<file path="src/design/mkrt_pkg.sv">
`timescale 1ns / 1ps
// shared types, sizes and helpers for the station table core
// no dependencies; used by the core, front and back modules
package mkrt_pkg;

    localparam int TABLE_DEPTH = 256;
    localparam int ADDR_W      = (TABLE_DEPTH > 1) ? $clog2(TABLE_DEPTH) : 1;
    localparam int CNT_W       = $clog2(TABLE_DEPTH + 1);
    localparam int CMP_W       = (CNT_W > 8) ? CNT_W : 8;

    localparam int QUEUE_DEPTH = 2;
    localparam int QPTR_W      = (QUEUE_DEPTH > 1) ? $clog2(QUEUE_DEPTH) : 1;
    localparam int QCNT_W      = $clog2(QUEUE_DEPTH + 1);

    localparam logic OP_STORE = 1'b0;
    localparam logic OP_READ  = 1'b1;

    typedef struct packed {
        logic        command;
        logic [47:0] station_addr;
        logic [47:0] ap_addr;
        logic [7:0]  signal_level;
        logic [15:0] sequence_value;
        logic [7:0]  read_slot;
    } in_t;

    typedef struct packed {
        logic        was_known;
        logic [7:0]  slot_used;
        logic        entry_valid;
        logic [47:0] entry_station;
        logic [47:0] entry_ap;
        logic [7:0]  entry_level;
        logic [15:0] entry_sequence;
        logic [8:0]  fill_count;
    } out_t;

    // classified transaction waiting for the back end
    typedef struct packed {
        logic              op;
        logic [47:0]       key;
        logic [47:0]       ap;
        logic [7:0]        level;
        logic [15:0]       seq;
        logic [7:0]        read_slot;
        logic [ADDR_W-1:0] read_addr;
    } q_entry_t;

    typedef struct packed {
        logic [47:0] ap;
        logic [7:0]  level;
        logic [15:0] seq;
    } rec_t;

    localparam int REC_W = $bits(rec_t);

    function automatic logic [ADDR_W-1:0] slot_to_addr(input logic [7:0] slot);
        logic [ADDR_W+7:0] ext;
        ext = {{ADDR_W{1'b0}}, slot};
        return ext[ADDR_W-1:0];
    endfunction

    function automatic logic [7:0] addr_to_slot(input logic [ADDR_W-1:0] addr);
        logic [ADDR_W+7:0] ext;
        ext = {8'b0, addr};
        return ext[7:0];
    endfunction

    function automatic logic [8:0] count_to_fill(input logic [CNT_W-1:0] cnt);
        logic [CNT_W+8:0] ext;
        ext = {9'b0, cnt};
        return ext[8:0];
    endfunction

    function automatic logic slot_in_range(input logic [7:0] slot,
                                           input logic [CNT_W-1:0] cnt);
        return CMP_W'(slot) < CMP_W'(cnt);
    endfunction

endpackage

</file>
<file path="src/design/mkrt_front.sv">
`timescale 1ns / 1ps
// front end: accepts input transactions, classifies them and queues them
// depends on mkrt_pkg
module mkrt_front (
    input  logic                clk,
    input  logic                rst_n,
    input  logic                in_valid,
    output logic                in_ready,
    input  mkrt_pkg::in_t       in_data,
    output logic                q_valid,
    input  logic                q_pop,
    output mkrt_pkg::q_entry_t  q_head
);

    mkrt_pkg::q_entry_t                q_mem_reg [mkrt_pkg::QUEUE_DEPTH];
    logic [mkrt_pkg::QPTR_W-1:0]       wr_ptr_reg, wr_ptr_next;
    logic [mkrt_pkg::QPTR_W-1:0]       rd_ptr_reg, rd_ptr_next;
    logic [mkrt_pkg::QCNT_W-1:0]       cnt_reg, cnt_next;
    mkrt_pkg::q_entry_t                entry;
    logic                              push;
    logic                              pop;

    localparam logic [mkrt_pkg::QPTR_W-1:0] QLAST =
        mkrt_pkg::QPTR_W'(mkrt_pkg::QUEUE_DEPTH - 1);

    assign in_ready = (cnt_reg != mkrt_pkg::QCNT_W'(mkrt_pkg::QUEUE_DEPTH));
    assign q_valid  = (cnt_reg != '0);
    assign q_head   = q_mem_reg[rd_ptr_reg];
    assign push     = in_valid && in_ready;
    assign pop      = q_pop && q_valid;

    always_comb
    begin
        entry.op        = (in_data.command == mkrt_pkg::OP_READ) ? mkrt_pkg::OP_READ
                                                                 : mkrt_pkg::OP_STORE;
        entry.key       = in_data.station_addr;
        entry.ap        = in_data.ap_addr;
        entry.level     = in_data.signal_level;
        entry.seq       = in_data.sequence_value;
        entry.read_slot = in_data.read_slot;
        entry.read_addr = mkrt_pkg::slot_to_addr(in_data.read_slot);
    end

    always_comb
    begin
        wr_ptr_next = wr_ptr_reg;
        rd_ptr_next = rd_ptr_reg;
        cnt_next    = cnt_reg;
        if (push)
        begin
            wr_ptr_next = (wr_ptr_reg == QLAST) ? '0 : wr_ptr_reg + mkrt_pkg::QPTR_W'(1);
        end
        if (pop)
        begin
            rd_ptr_next = (rd_ptr_reg == QLAST) ? '0 : rd_ptr_reg + mkrt_pkg::QPTR_W'(1);
        end
        if (push && !pop)
        begin
            cnt_next = cnt_reg + mkrt_pkg::QCNT_W'(1);
        end
        else if (pop && !push)
        begin
            cnt_next = cnt_reg - mkrt_pkg::QCNT_W'(1);
        end
    end

    always_ff @(posedge clk or negedge rst_n)
    begin
        if (!rst_n)
        begin
            wr_ptr_reg <= '0;
            rd_ptr_reg <= '0;
            cnt_reg    <= '0;
        end
        else
        begin
            wr_ptr_reg <= wr_ptr_next;
            rd_ptr_reg <= rd_ptr_next;
            cnt_reg    <= cnt_next;
        end
    end

    always_ff @(posedge clk)
    begin
        if (push)
        begin
            q_mem_reg[wr_ptr_reg] <= entry;
        end
    end

endmodule

</file>
<file path="config.mk">
export PLATFORM = sky130hd
export DESIGN_NAME = mkrt_front
export DESIGN_NICKNAME = d
export VERILOG_FILES = /design/src/design/mkrt_pkg.sv /design/src/design/mkrt_front.sv
export SDC_FILE = /design/constraint.sdc
export NUM_CORES = 1
export LEC_CHECK = 0
export ABC_CLOCK_PERIOD_IN_PS = 7400
export BUFFER_PORTS_ARGS = -buffer_cell sky130_fd_sc_hd__buf_2
export CAP_MARGIN = 20
export CORE_MARGIN = 1.5
export CORE_UTILIZATION = 52
export CTS_CLUSTER_SIZE = 8
export DETAILED_ROUTE_END_ITERATION = 8
export PLACE_DENSITY = 0.8
export SETUP_SLACK_MARGIN = 0.05
export SLEW_MARGIN = 25
export SYNTH_ARGS = -nofsm -noshare
export SYNTH_HDL_FRONTEND = slang
export SYNTH_SLANG_ARGS = --single-unit
</file>
<file path="constraint.sdc">
create_clock -name clk -period 7.4 [get_ports clk]
set_input_delay 0.74 -clock clk [delete_from_list [all_inputs] [get_ports clk]]
set_output_delay 0.74 -clock clk [all_outputs]
set_load 0.005 [all_outputs]
</file>
# Word-level counts from Yosys, hierarchy flattened
# Memory sizes are Yosys's and may differ from the RTL's.
# Index checks and enable logic that the tools add are counted.
# classes
add_sub_neg	4
eq_ne	1
mux	7
n_reduce_logical	8
# ops
op	count
two-way mux 1 bit	5
logical AND 1 bit	4
two-way mux 2 bit	2
nonzero test 2 bit	2
adder 1 bit, second input constant	2
adder 2 x 1 -> 2 bit, second input constant	1
zero test 1 bit	2
inequality test 2 bit, second input constant	1
subtractor 2 x 1 -> 2 bit, second input constant	1
# word_totals
ff_bits	4
ram_bits	274
input_bits	133
out_inout_bits	139
word_cells	24
mem_count	1
# mem_list
memory	depth	word_bits	read_ports	rd_clocked_by_memory_dff	write_ports	line	rtl
q_mem_reg	2	137	1	0	1	mkrt_front.sv:15	mkrt_pkg::q_entry_t q_mem_reg [mkrt_pkg::QUEUE_DEPTH];

# Longest topological paths before layout
# depth
depth_word	6
ltp_mapped	7
depth_no_buf	7

# Least setup slack after synthesis
# Ideal clock, no wire load.
# synth_path
path_type	input-to-reg
from	input in_valid
to	memory q_mem_reg[0][100] (netlist bit) (enable)
setup_time_ps	619
arrival_time_ps	6189
t_required_ps	6781
path_slack_ps	592
stages	2
n_path_buf	0
cell_sequence	nand2_1 > nor2_1
# synth_via
elab_chain_cells	3
# synth_lines
item	line	rtl
from (decl)	mkrt_front.sv:7	input logic in_valid,
logical AND 1 bit	mkrt_front.sv:29	assign push = in_valid && in_ready;
two-way mux 1 bit	mkrt_front.sv:85	if (push)
two-way mux 1 bit (implied by the code)	mkrt_front.sv:87	q_mem_reg[wr_ptr_reg] <= entry;
to (decl)	mkrt_front.sv:15	
# No other way between the ends.

==> results.rst <==
.. list-table::
   :header-rows: 1

   * - Metric
     - Value
   * - Critical Path End Type
     - output port
   * - Worst clock skew
     - 0.0105 ns
   * - TritonCTS clock tree
     - yes
   * - Hold buffers post-CTS
     - 0
   * - Port bufs
     - 271
   * - Slew at the pin closest to its max-slew limit
     - 0.948 ns
   * - Share of the clock period used by the worst path
     - 49.2%
   * - Count of vias placed by the detailed router
     - 5038
   * - Vias per Instance
     - around 5.3
   * - Share of synthesized registers carrying an async set or reset
     - 1.53%
   * - Final ANT Viol Nets
     - 0
   * - Final hold viol count
     - 0
   * - Arrival time worst endpoint
     - 2.90 ns
   * - Flip-flop count of the largest register, all copies and words added
     - 258
   * - Max transition margin
     - 36.8%
   * - Sum of routed wire length over all layers
     - 19000 um
   * - Overall die height
     - 139 um
   * - Total negative setup slack
     - 0 ns
   * - Number of buffers created by CTS
     - 38
   * - Residual DRC count
     - 0
   * - Slowest stage cell, crit path
     - dfrtp_4
   * - Worst reg2reg endpoint
     - q_mem_reg[1][114]$_DFFE_PP_
   * - Category of the most critical setup path
     - reg -> out
   * - Register area share after synthesis
     - 81.8%
   * - FF+latch count, synth
     - 262
   * - Max Clk Rate
     - 0.275 GHz
   * - Netlist area before placement
     - 0.00959 sq mm
   * - GPL Wtd Cong
     - 0.795
   * - Startpoint of the worst-slack reg-to-reg timing path
     - cnt_reg[0]$_DFFE_PN0P_
   * - Average wire length per cell after detail routing
     - 19.8 um
   * - Number of distinct library cells after synthesis
     - 15
   * - Most frequently used flop master after synthesis
     - edfxtp_1
   * - Count of synthesis-stage warnings from yosys
     - 0
   * - Layout area overhead
     - 26.6%
   * - RSZ-0062 raised after global routing
     - no
   * - Leakage power figure
     - between 4 and 5 nW
   * - Post-synth EDFFs
     - 258
   * - Initial cell density of the core
     - 53.2%
   * - Cells traversed along the worst timing path
     - buf_4 -> mux2_2 -> buf_2
   * - Site row count
     - between 40 and 50
   * - Maximum number of pins on one net before global-route repair
     - a little over 70
   * - Top cell type by total area after synthesis
     - edfxtp_1
   * - Total routing usage reported by global routing
     - 19.4%
   * - Clock tree root driver cell
     - clkbuf_16
   * - Worst setup slack for register-to-register paths
     - 4.73 ns
   * - Portion of synthesized cell area occupied by the leading cell type
     - 80.8%
   * - Area of the multi-input gates
     - 0.00156 sq mm
   * - CP Launch Type
     - flip-flop
   * - Peak per-stage delay on the critical path
     - a little under 1 ns
   * - Final critical delay including setup and external delays
     - 3.64 ns
   * - Net Count, Synth
     - 561
   * - Maximum fanout along the worst path
     - 67
   * - Gate family responsible for the most delay along the worst path
     - flip-flops
   * - Final nets
     - 854
   * - Max Slew Vio Count
     - 0
   * - Remaining global-route overflow
     - 0
   * - Pwr dens
     - 402 mW/mm^2
   * - Via count of the first global-routing pass
     - 5450
   * - Pre-Repair DR Iteration Count
     - 6
   * - Count of filler cells inserted in the layout
     - 1189
   * - Worst reg2reg path depth
     - 3
   * - Required time at the endpoint of the critical path
     - 6.66 ns
   * - Proportion of layout cells with a drive suffix above 1
     - 61.7%
   * - Half-perimeter wire length of the detailed placement result
     - approximately 12000 um
   * - # H-tree levels
     - 2
   * - Status
     - finished, final reports clean
   * - Largest cells by area after synthesis
     - edfxtp_1, mux2_2, buf_6
   * - Post-CTS resize count
     - 0
   * - Count of boundary I/O pins
     - 272
   * - Number of instances in the synthesized netlist
     - 427
   * - Average instance area after synthesis
     - approximately 22 sq um
   * - Total of max-cap violations
     - 0
   * - Core outline area
     - 0.0180 sq mm
   * - Die Wd
     - 139 um
   * - 1st-iter DRT viols
     - 361
   * - Tightest Hold Check Type
     - in -> async
   * - Global-route wire length before repair
     - 29000 um
   * - Peak supply drop
     - between 300 and 400 uV
   * - Sink Count
     - 262
   * - Number of setup buffers added after CTS
     - 0
   * - Worst-Skew Late Latency
     - 0.49 ns
   * - Area of the die
     - 0.0193 sq mm
   * - Max Root-Sink Buffers
     - 3
   * - Storage element area
     - roughly 0.008 sq mm
   * - Final-report setup violation count
     - 0
   * - CTS clk-pin slew, worst paths
     - 0.05 ns
   * - Number of antenna violations at the first check in global routing
     - 3
   * - Buffering stage count on the worst path with inverters included
     - 2
   * - Post-layout utilization of the core
     - 67.4%
==> synthesized netlist by cell type (2+ instances only) <==
| cell | n |
|---|---|
| edfxtp_1 | 258 |
| mux2_2 | 129 |
| buf_6 | 10 |
| buf_4 | 9 |
| dfrtp_1 | 4 |
| buf_2 | 3 |
| xnor2_1 | 3 |
| nand2_1 | 2 |
| nor2_1 | 2 |
| xor2_1 | 2 |
==> placed cells by master, fill, tap and decap left out <==
cell       netlist  final
nand2_1          2      2
edfxtp_1       258    258
dfrtp_1          4      3
xor2_1           2      2
nor2_1           2      1
clkbuf_16        0     41
nand2b_1         1      1
xnor2_1          3      3
mux2_2         129    129
and3_4           0      1
ha_1             1      1
or2_2            1      1
buf_2            3    271
inv_1            1      1
buf_4            9      4
nor2_4           0      1
clkbuf_1         0      7
dfrtp_4          0      1
diode_2          0      2
==> metal layers <==
layer  routed length [um]  up-vias  part of all wire [%]  global-route usage, %
li1                     -     2274                     -                      -
met1                 7230     2469                    38                   22.7
met2                 9510      233                    50                   32.9
met3                 1560       58                   8.2                   6.35
met4                  675        4                   3.6                   8.77
met5                   23        -                  0.12                      0
==> metrics by stage <==
step | total power (W) | hold WS (ns) | setup WS (ns) | cell area, sq um | instances
after floorplan | 0.00298 | 0.444 | 0.592 | 9590 | 427
after global placement | 0.00335 | 0.472 | 4.29 | 11100 | 909
after detailed placement | 0.00341 | 0.504 | 4.25 | 11100 | 909
after CTS | 0.00494 | 0.0380 | 3.73 | 12100 | 957
after global routing | 0.00510 | 0.0494 | 3.60 | 12100 | 958
final | 0.00488 | 0.0616 | 3.76 | 12100 | 959
==> kinds of logic (layout without fill, tap and decap cells) <==
| family | Yosys count | after routing | synth area share (%) |
|---|---|---|---|
| fa+ha+maj | 1 | 1 | 0.130 |
| other cells | 0 | 2 | 0 |
| flops | 262 | 262 | 81.8 |
| simple gates | 7 | 7 | 0.352 |
| xor+xnor | 5 | 5 | 0.457 |
| buf+inv | 23 | 324 | 2.07 |
| mux | 129 | 129 | 15.1 |
==> where the power goes <==
group	internal (W)	leakage (nW)	switching, W	total (W)
clock	0.000973	0.514	0.000536	0.00151
combinational	0.000605	1.64	0.000577	0.00118
sequential	0.00204	2.44	0.000152	0.00219
==> final cells by class <==
cell class              count  area share (%)
inverters                   1          0.0309
clock buffers              48            8.67
multi-input cells         142            12.8
flip-flops and latches    262            64.7
repair buffers            275            11.4
diodes                      2          0.0412
well taps                 229            2.36
==> worst max path at each step <==
stage | startpoint | end | slack (ns) | cells after the start
CTS | rd_ptr_reg$_DFFE_PN0P_ | q_head[94] | 3.73 | 3
floorplan | in_valid | q_mem_reg[0][100]$_DFFE_PP_ | 0.59 | 2
global placement | rd_ptr_reg$_DFFE_PN0P_ | q_head[94] | 4.29 | 3
detailed placement | rd_ptr_reg$_DFFE_PN0P_ | q_head[94] | 4.25 | 3
finish | rd_ptr_reg$_DFFE_PN0P_ | q_head[129] | 3.76 | 3
global route | rd_ptr_reg$_DFFE_PN0P_ | q_head[129] | 3.60 | 3
Power figures use the tool's default switching activity.
